`config.mk`:
```
export PLATFORM = sky130hd
export DESIGN_NAME = sonar_echo_pulse_timer_unit
export DESIGN_NICKNAME = d
export VERILOG_FILES = /design/src/rtl/sepu_pkg.sv /design/src/rtl/sepu_step.sv /design/src/rtl/sepu_skid.sv /design/src/rtl/sonar_echo_pulse_timer_unit.sv
export SDC_FILE = /design/constraint.sdc
export NUM_CORES = 1
export LEC_CHECK = 0
export ABC_AREA = 1
export BUFFER_PORTS_ARGS = -buffer_cell sky130_fd_sc_hd__buf_2
export CORE_AREA = 2 2 138 140
export DETAILED_ROUTE_END_ITERATION = 8
export DIE_AREA = 0 0 140 142
export PLACE_DENSITY = 0.67
export SLEW_MARGIN = 20
export SYNTH_ARGS = -nofsm -noshare
export SYNTH_HDL_FRONTEND = slang
export SYNTH_SLANG_ARGS = --single-unit
```
`constraint.sdc`:
```
create_clock -name clk -period 3.5 [get_ports clk]
set_clock_uncertainty 0.2 [all_clocks]
set_input_delay 0.7 -clock clk [delete_from_list [all_inputs] [get_ports clk]]
set_output_delay 0.7 -clock clk [all_outputs]
set_load 0.01 [all_outputs]
```
`src/rtl/sepu_pkg.sv`:
```
// Package for the sonar echo pulse timer: field widths, register indexes,
// phase codes and the result word type. No dependencies.
package sepu_pkg;

  localparam int unsigned COUNT_WIDTH_DEF = 16;
  localparam int unsigned DIST_W          = 16;
  localparam int unsigned BYTE_W          = 8;
  localparam int unsigned TIMEOUT_W       = 16;
  localparam int unsigned TRIG_W          = 8;
  localparam int unsigned HOLDOFF_W       = 16;
  localparam int unsigned CFG_DATA_W      = 16;
  localparam int unsigned CFG_IDX_W       = 2;

  // Register indexes on the configuration port
  localparam logic [CFG_IDX_W-1:0] CFG_TIMEOUT = 2'd0;
  localparam logic [CFG_IDX_W-1:0] CFG_TRIGGER = 2'd1;
  localparam logic [CFG_IDX_W-1:0] CFG_HOLDOFF = 2'd2;

  // Register reset values
  localparam logic [TIMEOUT_W-1:0] TIMEOUT_RST = 16'd7885;
  localparam logic [TRIG_W-1:0]    TRIGGER_RST = 8'd2;
  localparam logic [HOLDOFF_W-1:0] HOLDOFF_RST = 16'd92;

  // Measurement phase codes
  localparam logic [1:0] PH_TRIGGER = 2'd0;
  localparam logic [1:0] PH_MEASURE = 2'd1;
  localparam logic [1:0] PH_HOLDOFF = 2'd2;

  typedef struct packed {
    logic              trigger_out;
    logic              measuring;
    logic [BYTE_W-1:0] spi_data;
    logic [DIST_W-1:0] distance_count;
    logic              done_pulse;
    logic              timed_out;
  } sepu_result_t;

endpackage

```
`src/rtl/sepu_step.sv`:
```
// Per-tick phase sequencer and echo edge timing; one word updates the state
// in one pass. Depends on sepu_pkg.
module sepu_step
  import sepu_pkg::*;
#(
  parameter int unsigned COUNT_WIDTH = COUNT_WIDTH_DEF
) (
  input  logic                 clk,
  input  logic                 rst_n,
  input  logic                 step_en,
  input  logic                 echo_level,
  input  logic                 spi_byte_done,
  input  logic [TIMEOUT_W-1:0] timeout_count,
  input  logic [TRIG_W-1:0]    trigger_ticks,
  input  logic [HOLDOFF_W-1:0] holdoff_ticks,
  output sepu_result_t         result
);

  localparam int unsigned CMP_W = (COUNT_WIDTH > 16) ? COUNT_WIDTH : 16;
  typedef logic [CMP_W-1:0]       cmp_t;
  typedef logic [COUNT_WIDTH-1:0] cnt_t;
  localparam cnt_t CNT_MAX = {COUNT_WIDTH{1'b1}};

  logic [1:0]        phase_r, phase_nxt;
  cnt_t              tick_count_r, tick_count_nxt;
  cnt_t              rise_stamp_r, rise_stamp_nxt;
  logic              seen_rise_r, seen_rise_nxt;
  logic              prev_echo_r;
  logic [DIST_W-1:0] last_distance_r, last_distance_nxt;
  logic [BYTE_W-1:0] serial_byte_r, serial_byte_nxt;

  cnt_t              tick_inc;
  cnt_t              dist_raw;
  logic [TRIG_W-1:0] trig_len;
  logic              rise_hit;
  logic              seen_eff;
  cnt_t              stamp_eff;
  logic              fall_hit;
  logic              tmo_hit;
  logic              trig_end;
  logic              hold_end;

  // Saturating tick counter
  assign tick_inc  = (tick_count_r == CNT_MAX) ? CNT_MAX : tick_count_r + cnt_t'(1);
  assign trig_len  = (trigger_ticks == '0) ? TRIG_W'(1) : trigger_ticks;

  assign rise_hit  = !seen_rise_r && echo_level && !prev_echo_r;
  assign seen_eff  = seen_rise_r || rise_hit;
  assign stamp_eff = rise_hit ? tick_count_r : rise_stamp_r;
  assign fall_hit  = seen_eff && !echo_level && prev_echo_r;
  assign dist_raw  = tick_count_r - stamp_eff;

  assign tmo_hit   = (cmp_t'(tick_count_r) >= cmp_t'(timeout_count)) ||
                     (tick_count_r == CNT_MAX);
  assign trig_end  = (cmp_t'(tick_inc) >= cmp_t'(trig_len)) || (tick_inc == CNT_MAX);
  assign hold_end  = (cmp_t'(tick_inc) >= cmp_t'(holdoff_ticks)) ||
                     (tick_inc == CNT_MAX);

  always_comb begin
    phase_nxt         = phase_r;
    tick_count_nxt    = tick_count_r;
    rise_stamp_nxt    = rise_stamp_r;
    seen_rise_nxt     = seen_rise_r;
    last_distance_nxt = last_distance_r;
    serial_byte_nxt   = serial_byte_r;
    result            = '0;

    // A finished transfer shows the high byte; a completion below overrides it
    if (spi_byte_done) begin
      serial_byte_nxt = last_distance_r[DIST_W-1 -: BYTE_W];
    end

    case (phase_r)
      PH_MEASURE: begin
        result.measuring = 1'b1;
        rise_stamp_nxt   = stamp_eff;
        seen_rise_nxt    = seen_eff;
        if (fall_hit) begin
          last_distance_nxt = DIST_W'(dist_raw);
          serial_byte_nxt   = last_distance_nxt[BYTE_W-1:0];
          result.done_pulse = 1'b1;
        end else if (tmo_hit) begin
          last_distance_nxt = '0;
          serial_byte_nxt   = '0;
          result.done_pulse = 1'b1;
          result.timed_out  = 1'b1;
        end else begin
          tick_count_nxt = tick_inc;
        end
        if (result.done_pulse) begin
          seen_rise_nxt  = 1'b0;
          tick_count_nxt = '0;
          phase_nxt      = (holdoff_ticks == '0) ? PH_TRIGGER : PH_HOLDOFF;
        end
      end
      PH_HOLDOFF: begin
        tick_count_nxt = tick_inc;
        if (hold_end) begin
          tick_count_nxt = '0;
          phase_nxt      = PH_TRIGGER;
        end
      end
      default: begin
        // Trigger phase; the unused code behaves the same
        result.trigger_out = 1'b1;
        tick_count_nxt     = tick_inc;
        if (trig_end) begin
          tick_count_nxt = '0;
          rise_stamp_nxt = '0;
          seen_rise_nxt  = 1'b0;
          phase_nxt      = PH_MEASURE;
        end
      end
    endcase

    result.spi_data       = serial_byte_nxt;
    result.distance_count = last_distance_nxt;
  end

  always_ff @(posedge clk) begin
    if (!rst_n) begin
      phase_r         <= PH_TRIGGER;
      tick_count_r    <= '0;
      rise_stamp_r    <= '0;
      seen_rise_r     <= 1'b0;
      prev_echo_r     <= 1'b0;
      last_distance_r <= '0;
      serial_byte_r   <= '0;
    end else if (step_en) begin
      phase_r         <= phase_nxt;
      tick_count_r    <= tick_count_nxt;
      rise_stamp_r    <= rise_stamp_nxt;
      seen_rise_r     <= seen_rise_nxt;
      prev_echo_r     <= echo_level;
      last_distance_r <= last_distance_nxt;
      serial_byte_r   <= serial_byte_nxt;
    end
  end

endmodule

```
`src/rtl/sepu_skid.sv`:
```
// Two-entry result buffer: output register plus skid register, so the
// input stall is a registered signal. Depends on sepu_pkg.
module sepu_skid
  import sepu_pkg::*;
(
  input  logic         clk,
  input  logic         rst_n,
  input  logic         wr_en,
  input  sepu_result_t wr_data,
  output logic         full,
  output logic         out_valid,
  input  logic         out_stall,
  output sepu_result_t out_data
);

  logic         out_valid_r;
  logic         skid_valid_r;
  sepu_result_t out_data_r;
  sepu_result_t skid_data_r;
  logic         out_take;

  assign out_take  = out_valid_r && !out_stall;
  assign full      = skid_valid_r;
  assign out_valid = out_valid_r;
  assign out_data  = out_data_r;

  always_ff @(posedge clk) begin
    if (!rst_n) begin
      out_valid_r  <= 1'b0;
      skid_valid_r <= 1'b0;
    end else if (skid_valid_r) begin
      if (out_take) begin
        out_valid_r  <= 1'b1;
        skid_valid_r <= 1'b0;
      end
    end else if (wr_en) begin
      if (!out_valid_r || out_take) begin
        out_valid_r <= 1'b1;
      end else begin
        skid_valid_r <= 1'b1;
      end
    end else if (out_take) begin
      out_valid_r <= 1'b0;
    end
  end

  always_ff @(posedge clk) begin
    if (skid_valid_r) begin
      if (out_take) begin
        out_data_r <= skid_data_r;
      end
    end else if (wr_en) begin
      if (!out_valid_r || out_take) begin
        out_data_r <= wr_data;
      end else begin
        skid_data_r <= wr_data;
      end
    end
  end

endmodule

```
`src/rtl/sonar_echo_pulse_timer_unit.sv`:
```
// Sonar echo pulse timer top level: configuration registers, the per-tick
// sequencer and the result buffer. Depends on sepu_pkg, sepu_step, sepu_skid.
//
//   channel  direction  handshake          payload
//   in_      input      in_valid/in_stall   echo_level, spi_byte_done (one tick)
//   out_     output     out_valid/out_stall six result fields, one word per tick
//   cfg_     input      cfg_we              cfg_index, cfg_wdata
//
// Each input word is one timer tick: the sequencer state is updated in a single
// pass at the accepting edge and the result word lands in the result buffer on
// that same edge, so one word per cycle sustained while out_stall is low.
// Reset is synchronous on rst_n: trigger phase, counters cleared, registers at
// their defaults. A stall on the output fills the skid register; in_stall then
// rises (registered) and holds the input until the output drains.
module sonar_echo_pulse_timer_unit
  import sepu_pkg::*;
#(
  parameter int unsigned COUNT_WIDTH = COUNT_WIDTH_DEF
) (
  input  logic                  clk,
  input  logic                  rst_n,
  // tick input
  input  logic                  in_valid,
  output logic                  in_stall,
  input  logic                  in_echo_level,
  input  logic                  in_spi_byte_done,
  // result output
  output logic                  out_valid,
  input  logic                  out_stall,
  output logic                  out_trigger_out,
  output logic                  out_measuring,
  output logic [BYTE_W-1:0]     out_spi_data,
  output logic [DIST_W-1:0]     out_distance_count,
  output logic                  out_done_pulse,
  output logic                  out_timed_out,
  // configuration writes
  input  logic                  cfg_we,
  input  logic [CFG_IDX_W-1:0]  cfg_index,
  input  logic [CFG_DATA_W-1:0] cfg_wdata
);

  logic [TIMEOUT_W-1:0] timeout_count_r;
  logic [TRIG_W-1:0]    trigger_ticks_r;
  logic [HOLDOFF_W-1:0] holdoff_ticks_r;

  logic         in_acc;
  logic         buf_full;
  sepu_result_t step_res;
  sepu_result_t out_res;

  assign in_acc   = in_valid && !buf_full;
  assign in_stall = buf_full;

  // Configuration registers; writes beyond the list are dropped
  always_ff @(posedge clk) begin
    if (!rst_n) begin
      timeout_count_r <= TIMEOUT_RST;
      trigger_ticks_r <= TRIGGER_RST;
      holdoff_ticks_r <= HOLDOFF_RST;
    end else if (cfg_we) begin
      case (cfg_index)
        CFG_TIMEOUT: timeout_count_r <= TIMEOUT_W'(cfg_wdata);
        CFG_TRIGGER: trigger_ticks_r <= cfg_wdata[TRIG_W-1:0];
        CFG_HOLDOFF: holdoff_ticks_r <= HOLDOFF_W'(cfg_wdata);
        default: ;
      endcase
    end
  end

  // Advance the sequencer once per accepted tick
  sepu_step #(
    .COUNT_WIDTH(COUNT_WIDTH)
  ) u_step (
    .clk          (clk),
    .rst_n        (rst_n),
    .step_en      (in_acc),
    .echo_level   (in_echo_level),
    .spi_byte_done(in_spi_byte_done),
    .timeout_count(timeout_count_r),
    .trigger_ticks(trigger_ticks_r),
    .holdoff_ticks(holdoff_ticks_r),
    .result       (step_res)
  );

  // Hold results until taken
  sepu_skid u_skid (
    .clk      (clk),
    .rst_n    (rst_n),
    .wr_en    (in_acc),
    .wr_data  (step_res),
    .full     (buf_full),
    .out_valid(out_valid),
    .out_stall(out_stall),
    .out_data (out_res)
  );

  assign out_trigger_out    = out_res.trigger_out;
  assign out_measuring      = out_res.measuring;
  assign out_spi_data       = out_res.spi_data;
  assign out_distance_count = out_res.distance_count;
  assign out_done_pulse     = out_res.done_pulse;
  assign out_timed_out      = out_res.timed_out;

  // A timeout always ends a measurement tick
  a_timeout_is_done: assert property (@(posedge clk) disable iff (!rst_n)
    (out_valid && out_timed_out) |-> (out_done_pulse && out_measuring))
    else $error("timeout word without done/measuring");

  // A word is never both trigger and measure
  a_phase_exclusive: assert property (@(posedge clk) disable iff (!rst_n)
    out_valid |-> !(out_trigger_out && out_measuring))
    else $error("trigger and measuring together");

  // A word accepted against a blocked output must land in the skid register
  a_skid_fills: assert property (@(posedge clk) disable iff (!rst_n)
    (in_acc && out_valid && out_stall) |=> in_stall)
    else $error("skid register did not fill");

  // Timeout zeroes the reported distance
  a_timeout_zero: assert property (@(posedge clk) disable iff (!rst_n)
    (out_valid && out_timed_out) |-> (out_distance_count == '0 && out_spi_data == '0))
    else $error("timeout with nonzero distance");

endmodule
```
* After elaboration in Yosys (flattened, before gate mapping)
Index checks and enable logic that the tools add are counted.
** Storage, ports and cells
- Input bits :: 25
- Register bits after elaboration :: 158
- Output and inout bits :: 30
** Cells by class
- Eq/ne operators :: 12
- Muxes and demuxes :: 46
- Reductions and logical operators :: 35
- Order comparisons :: 3
- Bitwise gates (word level) :: 3
- Add/sub/neg operators :: 2
** Operators by type and width (number)
- 16-bit two-way mux :: 11
- 28-bit two-way mux :: 4
- 16-bit case mux with 2 select lines :: 2
- 8-bit two-way mux :: 5
- 16-bit == test (second input constant) :: 2
- 16-bit greater-or-equal comparator :: 2
- 16-bit by 1-bit adder with 16-bit output (second input constant) :: 1
- 16-bit by 8-bit greater-or-equal comparator with 1-bit output :: 1
- 16-bit zero test :: 1
- 1-bit two-way mux :: 16
- 16-bit subtractor :: 1
- 3-bit AND reduction :: 5
- 2-bit two-way mux :: 6
- 8-bit zero test :: 1
- 2-bit nonzero test :: 4
- 1-bit logical AND :: 6
- 1-bit zero test :: 6
- 3-bit inequality test (second input constant) :: 2
- 2-bit AND reduction :: 3
- 1-bit logical OR :: 5
- 2-bit by 1-bit == test with 1-bit output (second input constant) :: 2
- 2-bit == test (second input constant) :: 2
- 2-bit inequality test (second input constant) :: 2
- 2-bit case mux with 2 select lines :: 1
- other kinds (8) :: 10

* Depth between registers and ports, before layout
- Word-level depth :: 12
- Depth in mapped cells :: 23

* Modules after synthesis
Synthesis repeated with hierarchy kept, for this count alone.
** Second synthesis, totals
- Cell total of the unflattened synthesis :: 1233
- Area total of the unflattened synthesis :: 9091.2 sq um
** Modules (own cells, without submodules)
- sepu_step :: cells an instance 837, area each 5256.3 sq um, times used 1, seq. area each 1201.2 sq um
- sepu_skid :: cells an instance 163, area each 2145.8 sq um, times used 1, seq. area each 1721.7 sq um
- sonar_echo_pulse_timer_unit :: cells an instance 233, area each 1689.1 sq um, times used 1, seq. area each 800.8 sq um

* Least setup slack after synthesis
OpenSTA, ideal clock, no wires.
- Kind :: input to register
- Start point :: in in_echo_level
- End point :: reg u_skid.out_data_r (netlist bit u_skid.out_data[14]), data pin
- Stages on the path :: 22
- Buffers on the path :: 0
- Arrival :: 3.164 ns
- Setup slack :: -0.117 ns
- Setup time :: 0.253 ns
- Data required time :: 3.047 ns
- Path through :: inv_1 nor3_1 clkinv_1 o21ai_0 inv_1 fa_1 inv_1 nand3_1 nand2_1 nand2_1 nand2_1 a21oi_1 o21ai_0 nand2_1 nand2_1 nand2_1 nand2_1 nand2_1 nand3_1 o21ai_0 nand2_1 nand2_1
** RTL lines
- from (decl) :: line sonar_echo_pulse_timer_unit.sv:25 : input logic in_echo_level,
- to (signal assigned) :: line sepu_skid.sv:50 : out_data_r <= skid_data_r;
- to (signal assigned) :: line sepu_skid.sv:54 : out_data_r <= wr_data;
- to (decl) :: line sepu_skid.sv:18 : sepu_result_t out_data_r;

* Worst setup path after layout
- Start point :: reg u_step.tick_count_r[4]
- End point :: reg u_step.tick_count_r[9]
** On the way
- Longest elaborated chain between the ends :: 7
- Elaborated cells on any way between the ends :: 22
- Those cells by class :: add/sub (1); order compare (3); eq/ne (4); mux (10); reduce/logical (4)
** Ends and longest elaborated chain
- from (decl) :: line sepu_step.sv:25 : cnt_t tick_count_r, tick_count_nxt;
- from (signal assigned) :: line sepu_step.sv:131 : tick_count_r <= tick_count_nxt;
- branches (longest 7 deep; another with 16-bit by 1-bit adder with 16-bit output)
Parallel ways; which one is timed is not known. The select of a mux whose other input is x is not followed.
A chain may end at the register's enable or synchronous reset.

==> reports/summary.md <==
The run finished, with violations left. The final reports fail on DRC. TritonCTS built the clock tree.

The worst hold path endpoint was u_step.rise_stamp_r[15]$_SDFFE_PN0P_. For the max-slew violation count, the log shows 0. Setup repair after global routing left no endpoint under its margin.

Final-stage net count: 1,299. The sort of element at the start of the critical path was a register. The detailed router placed 7,704 vias in this run. Setup violations remaining at the end of the flow were counted as 0. The peak fanout along the critical path was 16; the effective utilization at floorplan was 46.7%.

The critical register-to-register path endpoint is u_step.tick_count_r[9]$_SDFFE_PN0P_. The floorplan step set the die height to 142 um. The category of the most critical setup path was reg2reg. In this run the tightest slew margin relative to its limit is 62.9%.

For the number of hold violations in the final report, the log shows 0. The nature of the critical path endpoint is a register. Dividing the detail-routed wire length by the instance count gives 14.8 um. The number of buffers added to fix hold violations after cts was 0; the fraction of power spent switching nets was 34.3%. In this run the register-to-register setup slack is 0.31 ns.

In this run the static leakage power is 4.67 nW. In this run, synthesis produced a sequential element count of 158. Yosys printed 0 warnings.

STA puts the critical path data required time at 3.67 ns. The tool flagged a number of max-cap violations equal to 0. In this run the worst hold path is classified as reg2reg.

After synthesis, the share of flip-flops with an asynchronous set or reset is 0%. For this run, design rule violations remaining after detail routing come to 6. The number of global-route vias before repair is 7,048.

The tools report the hold path startpoint as u_step.rise_stamp_r[15]$_SDFFE_PN0P_. Global routing used 22.5% of the available tracks. In this run, CTS created clock tree buffers numbering 17. The biggest area contributor in the post-synthesis netlist is dfxtp_1.

Before antenna repair, the detailed router went through 9 iterations. The clock passes through at most 2 buffers. The global-route congestion overflow total came out at 0. The commonest register cell after synthesis is dfxtp_1. Cells fill 54.5% of the core in the end.

The length in cells of the worst reg-to-reg path is 16. The power density over the cells is 542 nW/um^2, and the internal power is 3.58 mW. In the final timing run, aggregate negative setup slack is 0 ns. For the initial antenna violation count, the log shows 0. The top cell type by area accounts for 23.7% of the synthesized area.

The antenna violation net count after detailed routing came out at 0. The tools report the antenna cell count as 0. The total non-filler cell area in the finished layout is 10,100 sq um, and the full die area is 19,900 sq um. The layout has 1,768 filler cells. CTS root buffer: clkbuf_16. The run gives 1,214 as the synthesized net count.

Counting instances, the worst hold path has a depth of 2. The switching power is 1.87 mW. The worst path in the final design needs a cycle of 3.19 ns, including I/O delays and setup.

Yosys instantiated no cell more often than nand2_1. Measured along the x axis, the die boundary spans 140 um. IR analysis of the VDD net gives a maximum drop of 384 uV. The fraction of final layout cells with drive strength greater than 1 is 14.3%, and the clock input transition at the sequential cells of the worst setup and hold paths is 0.07 ns. By area the synthesized netlist is led by dfxtp_1, edfxtp_1, nand2_1, ha_1, o21ai_0.

The core region is 18,500 sq um. Of the available clock period, the critical path in the final layout requires 91.0%. After synthesis the cells add up to 8630 sq um.

For the pin count of the biggest net entering global routing, the log shows 45. The startpoint of the lowest-slack register-to-register path was u_step.tick_count_r[4]$_SDFFE_PN0P_. The depth of the CTS H-tree is 4, and the DRC violation total after the first TritonRoute iteration is 573.

The logs give 33.8% for the part of the total power dissipated in the clock network and 3.36 ns for the data arrival time at the worst-slack endpoint. Synthesis handed over a netlist of 1,132 instances. The clock latency on the worst-skew pair came out at 0.44 ns. The transition time of the tightest slew-check pin was 0.551 ns; the achievable frequency was 314 MHz.

Counting instances in the post-synthesis netlist gives the leading cell types as nand2_1, inv_1, o21ai_0. The final layout contains routed wiring with a total length of 21,700 um. The share of the Yosys chip area taken by registers is 43.2%. The share of total power dissipated in combinational logic is 26.2%. A synthesized cell averages 7.62 sq um.

Post-detailed-placement cell area: 9460 sq um. The routability-driven placement congestion ratio was 0.904; the port buffer count was 54. The HPWL after detailed placement is 15,800 um.

Sequential cells burn 40.0% of the power. Synthesis instantiated 42 different standard cells from the library. The placement row count is 50, and the routed via count divided by cell count is 5.26.

The logs give 55 for the number of top-level pins and 35,700 um for the first-pass GRT wire length. Yosys mapped a number of flops with a built-in enable equal to 56. The clock drives 158 sinks. The layout-stage area growth over the synthesis result is 16.7%.
timing repair:
| item | CTS | global route |
|---|---|---|
| setup endpoints to repair | 0 | 32 |
| buffers inserted | 0 | 0 |
| gates resized for setup | 0 | 6 |
cell type report:
type	count	area, sq um	area share, %
Timing Repair Buffer	112	718	7.14
Inverter	147	556	5.52
Clock buffer	17	425	4.23
Clock inverter	15	163	1.62
Tap cell	234	293	2.91
Sequential cell	158	3720	37.0
Multi-Input combinational cell	781	4190	41.6
worst max-delay path by stage:
stage,from,end,slack [ns]
finish,u_step.tick_count_r[4]$_SDFFE_PN0P_,u_step.tick_count_r[9]$_SDFFE_PN0P_,0.31
global route,u_step.seen_rise_r$_SDFFE_PN0P_,u_skid.out_data[14]$_DFFE_PP_,0.01
CTS,u_step.tick_count_r[2]$_SDFFE_PN0P_,u_step.rise_stamp_r[13]$_SDFFE_PN0P_,0.15
detailed placement,in_echo_level,u_skid.out_data[14]$_DFFE_PP_,-0.19
global placement,in_echo_level,u_skid.out_data[14]$_DFFE_PP_,-0.13
floorplan,in_echo_level,u_skid.out_data[14]$_DFFE_PP_,0.06
power groups by stage:
| stage | clock network [mW] | logic (mW) | registers, mW |
|---|---|---|---|
| 6_report | 1.84 | 1.43 | 2.18 |
| 5_1_grt | 1.95 | 1.62 | 2.20 |
| 4_1_cts | 1.87 | 1.41 | 2.18 |
| 3_5_place_dp | 0 | 1.39 | 2.22 |
| 3_3_place_gp | 0 | 1.38 | 2.22 |
| 2_1_floorplan | 0 | 0.937 | 2.24 |
per-stage QoR:
stage / hold slack, ns / power, mW / setup WS, ns / cells
after CTS: 0.268 / 5.46 / 0.155 / 1464
after global placement: 0.253 / 3.60 / -0.130 / 1432
final: 0.267 / 5.45 / 0.315 / 1464
after detailed placement: 0.257 / 3.62 / -0.193 / 1432
after global routing: 0.291 / 5.76 / 0.00977 / 1464
after floorplan: 0.230 / 3.18 / 0.0648 / 1132
flip-flops by register name, indices dropped and copies added, names as in the netlist, 2 cells and up:
signal	flops
u_skid.out_data	28
u_skid.skid_data_r	28
holdoff_ticks_r	16
timeout_count_r	16
u_step.last_distance_r	16
u_step.rise_stamp_r	16
u_step.tick_count_r	16
trigger_ticks_r	8
u_step.serial_byte_r	8
u_step.phase_r	2
logic make-up (layout without fill, tap and decap cells):
group,Yosys count,count (layout),synth area share (%)
XOR/XNOR,9,9,0.914
flip-flops,158,158,43.2
buffers and inverters,193,291,8.69
adder cells (fa/ha/maj),57,57,8.36
AO/OA/AOI/OAI,280,280,17.4
multiplexers,3,3,0.348
AND/OR/NAND/NOR,432,432,21.1
critical path: stages (launching register included):
cell      delay, ns
dfxtp_1        0.52
nand2_1        0.16
nor2_2         0.18
nand2_1        0.13
o21ai_2        0.16
nand3_2        0.13
ha_1           0.35
a211oi_1       0.29
o221a_2        0.23
nand2_1        0.05
inv_1          0.04
nand2_1        0.08
nand2_1        0.10
nand2_1        0.09
nand2_4        0.18
nand2_1        0.08
a21oi_1        0.13
placed cells by master (no fill, tap or decap), types with 3 or more instances in the layout:
cell type  instances
nand3b_1           4
clkbuf_16         17
clkinv_4           3
nor2_4             4
nor2_1            85
nor3_1             4
edfxtp_1          56
buf_4             57
a21oi_1          107
o211ai_1          15
xor2_1             8
buf_2             54
o21ai_0          110
a211oi_1           5
a31oi_1            3
inv_8              7
o21bai_1           3
dfxtp_1          102
clkinv_1           3
nand3_1           37
nor2_2             6
nand4_1           14
nand2_1          264
inv_1            141
nand3_2            4
nand2_2            4
o22ai_1            5
o21ai_1           22
ha_1              56
mux2i_1            3
metal layers:
metal  GRT usage, %  part of all wire, %  vias to the layer above
li1               -                    -                     3941
met1           31.0                   48                     3551
met2           36.9                   45                      193
met3           4.48                  5.2                       19
met4           5.37                  1.1                        0
met5              0                    0                        -
Power figures use the tool's default switching activity.
